File: config.mk
export PLATFORM = sky130hd
export DESIGN_NAME = tlc_div
export DESIGN_NICKNAME = d
export VERILOG_FILES = /design/src/rtl/tlc_pkg.sv /design/src/rtl/tlc_div.sv
export SDC_FILE = /design/constraint.sdc
export NUM_CORES = 1
export LEC_CHECK = 0
export ABC_CLOCK_PERIOD_IN_PS = 4600
export BUFFER_PORTS_ARGS = -buffer_cell sky130_fd_sc_hd__buf_2
export CELL_PAD_IN_SITES_DETAIL_PLACEMENT = 0
export CELL_PAD_IN_SITES_GLOBAL_PLACEMENT = 1
export CORE_MARGIN = 1
export CORE_UTILIZATION = 40
export DETAILED_ROUTE_END_ITERATION = 12
export PLACE_DENSITY = 0.88
export SYNTH_ARGS = -nofsm -noshare
export SYNTH_HDL_FRONTEND = slang
export SYNTH_SLANG_ARGS = --single-unit
File: constraint.sdc
create_clock -name i_clk -period 4.6 [get_ports i_clk]
set_clock_uncertainty 0.1 [all_clocks]
set_input_delay 0.46 -clock i_clk [delete_from_list [all_inputs] [get_ports i_clk]]
set_output_delay 0.46 -clock i_clk [all_outputs]
set_load 0.05 [all_outputs]
File: src/rtl/tlc_pkg.sv
// Package for the time curve lookup block: sizes, codes and divider bundles.
// Used by the top level, the divider and the checker.
package tlc_pkg;

    localparam int MAX_POINTS = 1024;
    localparam int AW = $clog2(MAX_POINTS);
    localparam int NW = 11;
    localparam int DIV_DW = 65;
    localparam int DIV_VW = 33;
    localparam int CNTW = $clog2(DIV_DW + 1);

    typedef enum logic {
        CMD_WRITE = 1'b0,
        CMD_QUERY = 1'b1
    } t_cmd;

    typedef enum logic {
        CFG_NUM_POINTS = 1'b0,
        CFG_INTERVAL   = 1'b1
    } t_cfg_idx;

    typedef struct packed {
        logic              start;
        logic [DIV_DW-1:0] dividend;
        logic [DIV_VW-1:0] divisor;
    } t_div_req;

    typedef struct packed {
        logic              done;
        logic [DIV_DW-1:0] quo;
        logic [DIV_VW-1:0] rem;
    } t_div_rsp;

endpackage

File: src/rtl/tlc_div.sv
// Restoring divider, one quotient bit per cycle, shared by all divisions.
// Depends on tlc_pkg.
module tlc_div
    import tlc_pkg::*;
(
    input  logic     i_clk,
    input  logic     i_rst_n,
    input  t_div_req i_req,
    output t_div_rsp o_rsp
);

    logic [DIV_DW-1:0] r_quo;
    logic [DIV_VW:0]   r_rem;
    logic [DIV_VW-1:0] r_dv;
    logic [CNTW-1:0]   r_cnt;
    logic              r_busy;
    logic              r_done;
    logic [DIV_VW+1:0] sh;
    logic [DIV_VW+1:0] diff;

    assign sh   = {r_rem, r_quo[DIV_DW-1]};
    assign diff = sh - {2'b00, r_dv};

    always_ff @(posedge i_clk) begin
        if (!i_rst_n) begin
            r_busy <= 1'b0;
            r_done <= 1'b0;
            r_cnt  <= '0;
        end else begin
            r_done <= 1'b0;
            if (i_req.start) begin
                r_quo  <= i_req.dividend;
                r_rem  <= '0;
                r_dv   <= i_req.divisor;
                r_cnt  <= CNTW'(DIV_DW);
                r_busy <= 1'b1;
            end else if (r_busy) begin
                if (!diff[DIV_VW+1]) begin
                    r_rem <= diff[DIV_VW:0];
                    r_quo <= {r_quo[DIV_DW-2:0], 1'b1};
                end else begin
                    r_rem <= sh[DIV_VW:0];
                    r_quo <= {r_quo[DIV_DW-2:0], 1'b0};
                end
                r_cnt <= r_cnt - 1'b1;
                if (r_cnt == CNTW'(1)) begin
                    r_busy <= 1'b0;
                    r_done <= 1'b1;
                end
            end
        end
    end

    assign o_rsp.done = r_done;
    assign o_rsp.quo  = r_quo;
    assign o_rsp.rem  = r_rem[DIV_VW-1:0];

endmodule

* Yosys cells after proc, flatten, opt, wreduce, memory -nomap -nowiden
Index checks and enable logic that the tools add are counted.
** Storage, ports and cells
- Register bits :: 141
- Latch bits :: 0
- RAM bits :: 0
- Memory bits (read-only) :: 0
- Input port bits :: 101
- Output and inout port bits :: 99
- Word-level logic and storage cells :: 28
- Memories :: 0
** Cells by class
- $add $sub $neg :: 2
- $mul :: 0
- Div/mod/pow operators :: 0
- Order comparisons :: 0
- Equal/unequal tests :: 1
- Shift operators :: 0
- Muxes and demuxes :: 11
- Bitwise logic cells :: 2
- Reduce and logical (&&, ||, !) cells :: 5
** Operator list (number)
- two-way mux 65 bit :: 2
- two-way mux 34 bit :: 2
- subtractor 35 x 33 -> 35 bit :: 1
- two-way mux 7 bit :: 2
- == test 7 x 1 -> 1 bit, second input constant :: 1
- subtractor 7 x 1 -> 7 bit, second input constant :: 1
- two-way mux 1 bit :: 5
- AND reduction 2 bit :: 2
- OR reduction 3 bit :: 1
- NOT 1 bit :: 2
- nonzero test 2 bit :: 1
- OR reduction 2 bit :: 1

* Depth between registers and ports, before layout
Gate-level depths: netlist of run 1.
- Depth in word-level cells :: 4
- Gate-level depth with buffers :: 14
- Mapped depth without buffers :: 13

* Worst setup path after synthesis of run 1
No wires, ideal clock.
- Path kind :: input -> register
- Start point :: in i_req[98] (netlist name)
- End point :: reg r_busy
- Library setup time :: 0.068 ns
- Data arrival time :: 3.716 ns
- Data required time :: 4.432 ns
- Setup slack :: 0.716 ns
- Stages :: 4
- Path buffers :: 2
- Cell sequence :: clkbuf_1 clkbuf_1 o21a_1 o41a_1
** Between the ends
- Longest elaborated chain between the ends :: 1
** RTL lines
- start: declaration :: line tlc_div.sv:8 : input t_div_req i_req,
- two-way mux 1 bit :: line tlc_div.sv:31 : if (i_req.start) begin
- end signal: assignment :: line tlc_div.sv:26 : r_busy <= 1'b0;
- end signal: assignment :: line tlc_div.sv:36 : r_busy <= 1'b1;
- end signal: assignment :: line tlc_div.sv:47 : r_busy <= 1'b0;
- end: declaration :: line tlc_div.sv:16 : logic r_busy;
Every way passes these cells.
A chain may end at the register's enable or synchronous reset.

* Worst setup path in the final report of run 1
- Start point :: reg r_rem[28]
- End point :: reg r_rem[17], data pin
** Between the ends
- Longest elaborated chain between the ends :: 3
** RTL lines
- start: declaration :: line tlc_div.sv:13 : logic [DIV_VW:0] r_rem;
- start signal: assignment :: line tlc_div.sv:39 : r_rem <= diff[DIV_VW:0];
- start signal: assignment :: line tlc_div.sv:42 : r_rem <= sh[DIV_VW:0];
- subtractor 35 x 33 -> 35 bit :: line tlc_div.sv:22 : assign diff = sh - {2'b00, r_dv};
- two-way mux 34 bit :: line tlc_div.sv:38 : if (!diff[DIV_VW+1]) begin
- two-way mux 34 bit :: line tlc_div.sv:37 : end else if (r_busy) begin
Every way passes these cells. The select of a mux whose other input is x is not followed.

==> results of run 1 <==
cell usage after synthesis (6+ instances only):
cell | number | share of area [%]
and3_1 | 7 | 0.54
buf_2 | 6 | 0.37
xnor2_1 | 17 | 1.8
nand3_1 | 7 | 0.43
a21oi_1 | 38 | 2.4
o21a_1 | 8 | 0.75
buf_4 | 37 | 3.4
mux2i_1 | 23 | 2.9
xor2_1 | 14 | 1.5
edfxtp_1 | 132 | 49
nand4_1 | 8 | 0.62
a21o_1 | 14 | 1.3
clkbuf_1 | 16 | 0.75
nor2_1 | 46 | 2.1
nand2_1 | 28 | 1.3
inv_1 | 45 | 2.1
dfxtp_1 | 9 | 2.2
nor2_2 | 6 | 0.47
ha_1 | 35 | 5.4
mux2_2 | 65 | 9.1
o21ai_0 | 23 | 1.4
o21bai_1 | 7 | 0.65
a211oi_2 | 6 | 0.93
worst paths after layout:
path	startpoint	end	slack [ns]
min	i_req[6]	r_dv[6]	0.11
max	r_rem[28]	r_rem[17]	0.64
min reg2reg	r_cnt[6]	r_done	0.38
max reg2reg	r_rem[28]	r_rem[17]	0.64
through the flow:
stage	util, %	cell area (um^2)	std cells	setup slack [ns]	hold WS [ns]
after global routing	48.7	9540	1106	0.339	0.0824
final	48.7	9540	1106	0.640	0.107
after floorplan	-	8060	670	0.716	0.341
after detailed placement	45.9	8990	1074	0.684	0.377
after global placement	45.9	8990	1074	0.797	0.363
after CTS	48.7	9540	1106	0.644	0.0872
layout by cell type, fill, tap and decap left out, types with 4 or more instances in the layout:
master and n:
a211oi_1 5, a211oi_2 6, a21o_1 14, a21oi_1 38, a31oi_1 5, and3_1 7
buf_2 198, buf_4 7, clkbuf_16 17, dfxtp_1 9, edfxtp_1 132, ha_1 35
inv_1 45, inv_6 5, inv_8 4, mux2_2 65, mux2i_1 23, nand2_1 28
nand3_1 7, nand4_1 8, nor2_1 46, nor2_2 6, nor2b_1 5, o21a_1 7
o21ai_0 23, o21bai_1 7, xnor2_1 16, xor2_1 14
layout make-up:
class,count,area (um^2),area share (%)
inverters,45,169,1.77
clock inverters,14,125,1.31
clock buffers,18,429,4.50
repair buffers,205,1040,10.9
multi-input cells,418,3300,34.6
flip-flops and latches,141,4140,43.4
well taps,265,332,3.48
worst register-to-register path: stages (launching register included):
cell and delay (ns):
edfxtp_1 0.43, ha_1 0.45, and3_1 0.22, nand4_1 0.12, or3b_1 0.40, o311ai_1 0.30
a31oi_1 0.11, xnor2_2 0.85, buf_4 0.43, mux2i_1 0.24, nor2_1 0.05
routing by layer:
| layer | global-route usage, % | vias to the layer above |
|---|---|---|
| li1 | - | 2750 |
| met1 | 22.5 | 2756 |
| met2 | 32.7 | 192 |
| met3 | 7.46 | 21 |
| met4 | 5.99 | 4 |
| met5 | 0 | - |
cell families after synthesis:
group,Yosys count,share of synthesized area [%]
compound gates,136,11.9
xor+xnor,31,3.37
fa+ha+maj,36,5.68
buf+inv,111,7.86
flops,141,51.4
mux,89,12.1
simple gates,126,7.69
registers in the layout, summed over array words and instances, names as in the netlist:
name,cells
r_dv,33
r_busy,1
r_cnt,7
r_rem,34
r_done,1
r_quo,65
report_power, final:
part	switching, uW	total [uW]	internal, uW
Clock	596	1310	712
Sequential	68.4	1610	1550
Combinational	767	1190	427
==> results.json, run 1 <==
{
  "outcome": "finished, final reports clean",
  "area_growth_pct": 18.4,
  "port_buffers": 199,
  "synth_edf_count": 132,
  "slowest_stage": "xnor2_2",
  "max_stage_delay_ns": 0.85,
  "wl_met3_um": 1450,
  "clock_path_buffers": 2,
  "final-hold-violation-count": 0,
  "syn_avg_cell_area_um2": 12.0,
  "dr.pass1.iters": 5,
  "path_class": "register to register",
  "leakage_uw": 0.00401,
  "drc": 0,
  "wirelength_met1_um": 7970,
  "endpoint_kind": "register",
  "hold_buffers": 0,
  "synth_area_um2": 8060,
  "path_delay_family": "XOR/XNOR gates",
  "grt_pass1_vias": 5615,
  "core_um2": 19600,
  "min_period_ns": 3.96,
  "synthFlopType": "edfxtp_1",
  "slew_headroom_pct": 27.9,
  "path_cells": "ha_1 > and3_1 > nand4_1 > or3b_1 > o311ai_1 > a31oi_1 > xnor2_2 > buf_4 > mux2i_1 > nor2_1",
  "setup_viol": 0,
  "cp.arrival_ns": 4.01,
  "min_path_type": "input port to register",
  "syn_inst": 670,
  "path_buf_inv": 1,
  "antenna_found_initial": 2,
  "r2r.worst_path.cells": 10,
  "final-max-slew-violation-count": 0,
  "globalplace.congestion": 0.841,
  "die_h_um": 144,
  "synth_async_sr_flop_share_pct": 0,
  "startpoint_type": "register",
  "rows": 51,
  "cts_tree": "done",
  "ir_worst_vdd_v": 0.000242,
  "cp_max_fo": 18,
  "drive_gt1_share_pct": 38.8,
  "die_w_um": 144,
  "n_fill_cell": 1811,
  "grt_usage_pct": 19.3,
  "antenna_left": 0,
  "yosysSeqAreaShare_pct": 51.4,
  "dp_hpwl_um": 14300,
  "cts-root-buf": "clkbuf_16",
  "vias_per_cell": 5.17,
  "required_ns": 4.65,
  "power_uw": 4120,
  "tightest_slew_ns": 1.08,
  "ys_types": 67,
  "finalSetupTns_ns": 0,
  "io-pin-count": 200,
  "cts_buffers": 17,
  "power_density_nw_per_um2": 431,
  "fmax_mhz": 253,
  "hold_depth": 1,
  "cts_max_level": 4,
  "top_layer_used": "met5",
  "clock_latency_ns": 0.42,
  "dieArea_um2": 20700,
  "path_depth": 10,
  "grt-ovfl-total": 0,
  "path_clk_slew_ns": 0.07,
  "finalNetCount": 965,
  "clkSinkCount": 141,
  "post_cts_buffers": 0,
  "wire_per_inst_um": 17.4,
  "cts-resized-gates": 0,
  "maxCapViolations": 0,
  "antenna_cells": 0,
  "start_util_pct": 41.1,
  "routed_wl_um": 19300,
  "synth_warnings": 0,
  "final.period_utilization_pct": 86.1,
  "wl_met2_um": 9600,
  "grt_pass1_wl_um": 29600,
  "vias": 5723,
  "grt_max_degree": 57,
  "first_iter_violations": 278,
  "syn_nets": 807,
  "rsz0062_at_grt": "false",
  "ys_ff_latch": 141
}
Power figures use the tool's default switching activity.
==> inputs of run 2 (changes only) <==
--- a/config.mk
+++ b/config.mk
@@ -9,6 +9,7 @@
 export BUFFER_PORTS_ARGS = -buffer_cell sky130_fd_sc_hd__buf_2
 export CELL_PAD_IN_SITES_DETAIL_PLACEMENT = 0
 export CELL_PAD_IN_SITES_GLOBAL_PLACEMENT = 1
+export CORE_ASPECT_RATIO = 0.6
 export CORE_MARGIN = 1
 export CORE_UTILIZATION = 40
 export DETAILED_ROUTE_END_ITERATION = 12
==> run 2 against run 1 <==
Against the previous run: count of clock-buffer cells in the layout down 1; sequential power about the same; via count down 1.7%; cell count about the same; maximum frequency up 5.7%; highest routed layer is now met4; final area up 0.34%; critical path depth up 3; clock power up 5%; non-clock buffer count down 2; largest power group unchanged; combinational power about the same; die area about the same; critical endpoint is now r_rem[23].
==> results.json, run 2 (synthesis gave the netlist of run 1 again) <==
{
  "r2r.worst_path.cells": 13,
  "instances_no_fill": 1105,
  "clkSinkCount": 141,
  "final.period_utilization_pct": 81.4,
  "hold_depth": 1,
  "finalNetCount": 963,
  "core_um2": 19400,
  "cp.arrival_ns": 3.78,
  "port_buffers": 199,
  "tightest_slew_ns": 0.908,
  "rows": 39,
  "cts-root-buf": "clkbuf_16",
  "grt-ovfl-total": 0,
  "holdWs_ns": 0.102,
  "die_h_um": 112,
  "most-common-layout-cells": "buf_2 (198), edfxtp_1 (132), mux2_2 (65)",
  "min_period_ns": 3.75,
  "finalSetupTns_ns": 0,
  "power_uw": 4200,
  "cts_buffers": 17,
  "final_common_cell": "buf_2",
  "outcome": "finished, final reports clean",
  "cts-resized-gates": 0,
  "io-pin-count": 200,
  "start_util_pct": 41.6,
  "area_growth_pct": 18.8,
  "required_ns": 4.64,
  "hp-start": "i_req[12]",
  "r2r-start": "r_quo[64]",
  "power_frac_seq_pct": 38.4,
  "grt_pass1_wl_um": 29500,
  "die_w_um": 185,
  "p_int_uw": 2780,
  "globalplace.congestion": 0.854,
  "crit_top_cell": "inv_1",
  "path_cells": "inv_1 > ha_1 > inv_1 > fa_1 > a21o_1 > a221o_2 > a31oi_4 > o21bai_2 > a31oi_1 > xnor2_2 > buf_4 > mux2i_1 > nor2_1",
  "endpoint_kind": "register",
  "hold_end": "r_dv[12]",
  "reg2reg_slack_ns": 0.85,
  "power_density_nw_per_um2": 439,
  "largest_reg_flops": 65,
  "r2r_end": "r_rem[23]",
  "ir_worst_vdd_v": 0.000254,
  "startpoint_type": "register",
  "swShare_pct": 33.9,
  "clock_latency_ns": 0.43,
  "antenna_cells": 0,
  "vias": 5628,
  "top_register": "r_quo",
  "dr.pass1.iters": 4,
  "cp_max_fo": 19,
  "min_path_type": "input port to register",
  "leakage_uw": 0.00403,
  "drive_gt1_share_pct": 38.7,
  "fin_util_pct": 49.4,
  "grt_usage_pct": 18.9,
  "rsz0062_at_grt": "false",
  "antenna_found_initial": 0,
  "final-max-slew-violation-count": 0,
  "slowest_stage": "edfxtp_1",
  "reg_top3": "r_quo x65, r_rem x34, r_dv x33",
  "drc": 0,
  "cts_tree": "done",
  "routed_wl_um": 18600,
  "path_class": "register to register",
  "switchingPower_uw": 1420,
  "wire_per_inst_um": 16.8,
  "grt_pass1_vias": 5419,
  "fmax_mhz": 267,
  "hold_buffers": 0,
  "max_stage_delay_ns": 0.42,
  "path_clk_slew_ns": 0.07,
  "setup_viol": 0,
  "antenna_left": 0,
  "grt_max_degree": 69,
  "combPwrFrac_pct": 28.7,
  "slew_headroom_pct": 39.5,
  "maxCapViolations": 0,
  "vias_per_cell": 5.09,
  "post_cts_buffers": 0,
  "first_iter_violations": 359,
  "dieArea_um2": 20700,
  "dp_hpwl_um": 13500,
  "clockPowerShare_pct": 32.9,
  "clock_path_buffers": 2,
  "placed_cells": 1073,
  "final-hold-violation-count": 0,
  "cts_max_level": 4
}
[run 2: changes by cell type in the layout (fill, tap and decap cells not counted), moves of 2 or more]
cell | previous run | this run
inv_8 | 4 | 1
clkinv_2 | 0 | 2
clkinv_4 | 2 | 4
bufinv_16 | 0 | 2
buf_4 | 7 | 4
[run 2: cell type report]
| class | instances | area [um^2] |
|---|---|---|
| tap | 266 | 333 |
| multi-input combinational | 418 | 3300 |
| clock inverter | 15 | 163 |
| clock buffer | 17 | 425 |
| fill | 1791 | 9800 |
| timing repair buffer | 203 | 1040 |
| sequential | 141 | 4140 |
| inverter | 45 | 169 |
[run 2: per-stage QoR]
step | cell area, um^2 | worst slack [ns]
finish | 9570 | 0.855
global route | 9570 | 0.572
CTS | 9570 | 0.863
detailed placement | 8980 | 0.882
global placement | 8980 | 0.948
floorplan | 8060 | 0.716
[run 2: critical path, delay by kind of cell, from the launching register on]
family          cells  cell delay [ns]
fa+ha+maj           2             0.56
simple gates        1             0.07
mux                 1             0.23
compound gates      5             1.24
buf+inv             3             0.55
xor+xnor            1             0.29
flops               1             0.42
[run 2: worst max-delay path by stage]
stage                   start         to  cells after the start
finish              r_quo[64]  r_rem[23]                     13
detailed placement  r_quo[64]  r_rem[20]                     13
global placement    r_rem[30]  r_rem[11]                     10
global route        r_rem[30]  r_rem[28]                     10
CTS                 r_quo[64]  r_rem[23]                     13
floorplan           i_req[98]     r_busy                      4
[run 2: power groups by stage]
stage	logic, uW	registers (uW)	clock network (uW)
after floorplan	885	1760	0
after global placement	1190	1640	0
after detailed placement	1200	1640	0
after CTS	1200	1610	1420
after global routing	1310	1630	1470
final	1210	1610	1380
[run 2: layer usage]
layer / routed length (um) / part of all wire (%) / track usage, %
met1: 9380 / 50 / 28.3
met2: 7490 / 40 / 25.7
met3: 1600 / 8.6 / 6.74
met5: 0 / 0 / 0
met4: 108 / 0.58 / 4.02
==> inputs of run 3 (changes only) <==
--- a/config.mk
+++ b/config.mk
@@ -5,7 +5,7 @@
 export SDC_FILE = /design/constraint.sdc
 export NUM_CORES = 1
 export LEC_CHECK = 0
-export ABC_CLOCK_PERIOD_IN_PS = 4600
+export ABC_CLOCK_PERIOD_IN_PS = 3820
 export BUFFER_PORTS_ARGS = -buffer_cell sky130_fd_sc_hd__buf_2
 export CELL_PAD_IN_SITES_DETAIL_PLACEMENT = 0
 export CELL_PAD_IN_SITES_GLOBAL_PLACEMENT = 1
==> constraint.sdc (replaced) <==
create_clock -name i_clk -period 3.82 [get_ports i_clk]
set_clock_uncertainty 0.1 [all_clocks]
set_input_delay 0.382 -clock i_clk [delete_from_list [all_inputs] [get_ports i_clk]]
set_output_delay 0.382 -clock i_clk [all_outputs]
set_load 0.05 [all_outputs]
==> run 3 against run 2 <==
Against the previous run: critical path depth unchanged; core utilization grew 0.67 points; routed wire length up 2.8%; first-iteration DRC count grew 13%; highest routed layer unchanged; cell count increased by 0.81%; sequential share of layout area fell by 0.58 points; combinational power is 25% higher; global-route usage about the same; non-clock buffer count is 9 higher; hold slack worse by 0.074 ns; final area rose by 1.3%; largest power group unchanged.
==> results.json, run 3 (synthesis gave the netlist of run 1 again) <==
{
  "vias_per_cell": 5.11,
  "die_h_um": 112,
  "maxCapViolations": 0,
  "endpoint_kind": "register",
  "ir_worst_vdd_v": 0.000358,
  "grt_max_degree": 56,
  "first_iter_violations": 404,
  "power_density_nw_per_um2": 533,
  "grt-ovfl-total": 0,
  "clkSinkCount": 141,
  "reg_top3": "r_quo x65, r_rem x34, r_dv x33",
  "startpoint_type": "register",
  "min_period_ns": 3.55,
  "cts-resized-gates": 0,
  "finalNetCount": 972,
  "hold_depth": 1,
  "port_buffers": 199,
  "globalplace.congestion": 0.846,
  "final-hold-violation-count": 0,
  "drc": 0,
  "finalSetupTns_ns": 0,
  "antenna_left": 0,
  "r2r_end": "r_rem[3]",
  "die_w_um": 185,
  "antenna_found_initial": 0,
  "post_cts_buffers": 0,
  "dp_slack_ns": 0.162,
  "dp_hpwl_um": 14000,
  "cp.arrival_ns": 3.61,
  "cp_max_fo": 20,
  "slew_headroom_pct": 38.8,
  "tightest_slew_ns": 0.919,
  "required_ns": 3.88,
  "path_class": "register to register",
  "wire_per_inst_um": 17.1,
  "clock_path_buffers": 2,
  "final-max-slew-violation-count": 0,
  "top_register": "r_quo",
  "final_common_cell": "buf_2",
  "rows": 39,
  "fmax_mhz": 281,
  "vias": 5696,
  "cts_buffers": 17,
  "reg2reg_slack_ns": 0.27,
  "setup_ws_ns": 0.266,
  "hold_buffers": 0,
  "antenna_cells": 0,
  "n_fill_cell": 1747,
  "routed_wl_um": 19100,
  "cts_tree": "done",
  "drive_gt1_share_pct": 39.0,
  "holdWs_ns": 0.0284,
  "leakage_uw": 0.00408,
  "outcome": "finished, final reports clean",
  "grt_usage_pct": 18.9,
  "r2r-start": "r_quo[64]",
  "area_growth_pct": 20.4,
  "core_um2": 19400,
  "clock_latency_ns": 0.43,
  "path_clk_slew_ns": 0.06,
  "largest_reg_flops": 65,
  "io-pin-count": 200,
  "fin_util_pct": 50.1,
  "start_util_pct": 41.6,
  "cts-root-buf": "clkbuf_16",
  "rsz0062_at_grt": "false",
  "grt_pass1_vias": 5425,
  "hold_end": "r_dv[30]",
  "dieArea_um2": 20700,
  "most-common-layout-cells": "buf_2 (198), edfxtp_1 (132), mux2_2 (65)",
  "r2r.worst_path.cells": 13,
  "hp-start": "i_req[30]",
  "grt_pass1_wl_um": 29700,
  "min_path_type": "input port to register",
  "dr.pass1.iters": 5,
  "cts_max_level": 4,
  "setup_viol": 0,
  "final.period_utilization_pct": 93.0
}
-- run 3: cell count changes in the layout (fill, tap and decap cells not counted), moves of 2 or more --
cell / previous run / this run
buf_12: 1 / 3
buf_4: 4 / 11
clkbuf_1: 0 / 6
clkbuf_8: 0 / 3
clkinv_4: 4 / 1
inv_6: 4 / 0
-- run 3: cell type report --
class	count	area [um^2]	share of cell area [%]
flip-flops and latches	141	4140	42.7
multi-input cells	418	3320	34.2
repair buffers	212	1130	11.7
clock buffers	26	489	5.04
well taps	266	333	3.43
inverters	45	169	1.74
clock inverters	6	111	1.15
-- run 3: how the worst max path moves through the flow --
stage,startpoint,endpoint,slack [ns],cells after the start
detailed placement,r_quo[64],r_rem[30],0.16,13
floorplan,i_req[98],r_busy,0.01,4
global route,r_quo[64],r_rem[9],0.06,13
global placement,r_quo[64],r_rem[30],0.23,13
finish,r_quo[64],r_rem[3],0.27,13
CTS,r_quo[64],r_rem[30],0.14,13
-- run 3: routing by layer --
metal | track usage [%] | routed length, um
met1 | 28.8 | 9760
met3 | 6.80 | 1590
met4 | 4.08 | 151
met2 | 25.0 | 7600
met5 | 0 | 0
-- run 3: critical path, cell delays in order, from the launching register on --
cell and delay, ns:
edfxtp_1 0.43, inv_1 0.08, ha_1 0.16, inv_1 0.05, fa_1 0.41, a21o_1 0.19, a221o_2 0.40, a31oi_4 0.23
o21bai_2 0.13, a31oi_2 0.31, xnor2_4 0.28, buf_12 0.25, mux2i_1 0.20, nor2_1 0.06
-- run 3: where the power goes --
| group | total (uW) | internal (uW) | switching (uW) |
|---|---|---|---|
| sequential | 1940 | 1860 | 81.6 |
| combinational | 1510 | 548 | 961 |
| clock | 1710 | 1080 | 634 |
| total | 5170 | 3490 | 1680 |
-- run 3: per-stage QoR --
step / power [uW] / area, um^2 / instances
3_3_place_gp: 3450 / 9080 / 1082
3_5_place_dp: 3460 / 9080 / 1082
6_report: 5170 / 9700 / 1114
5_1_grt: 5400 / 9700 / 1114
4_1_cts: 5190 / 9680 / 1114
2_1_floorplan: 3180 / 8060 / 670
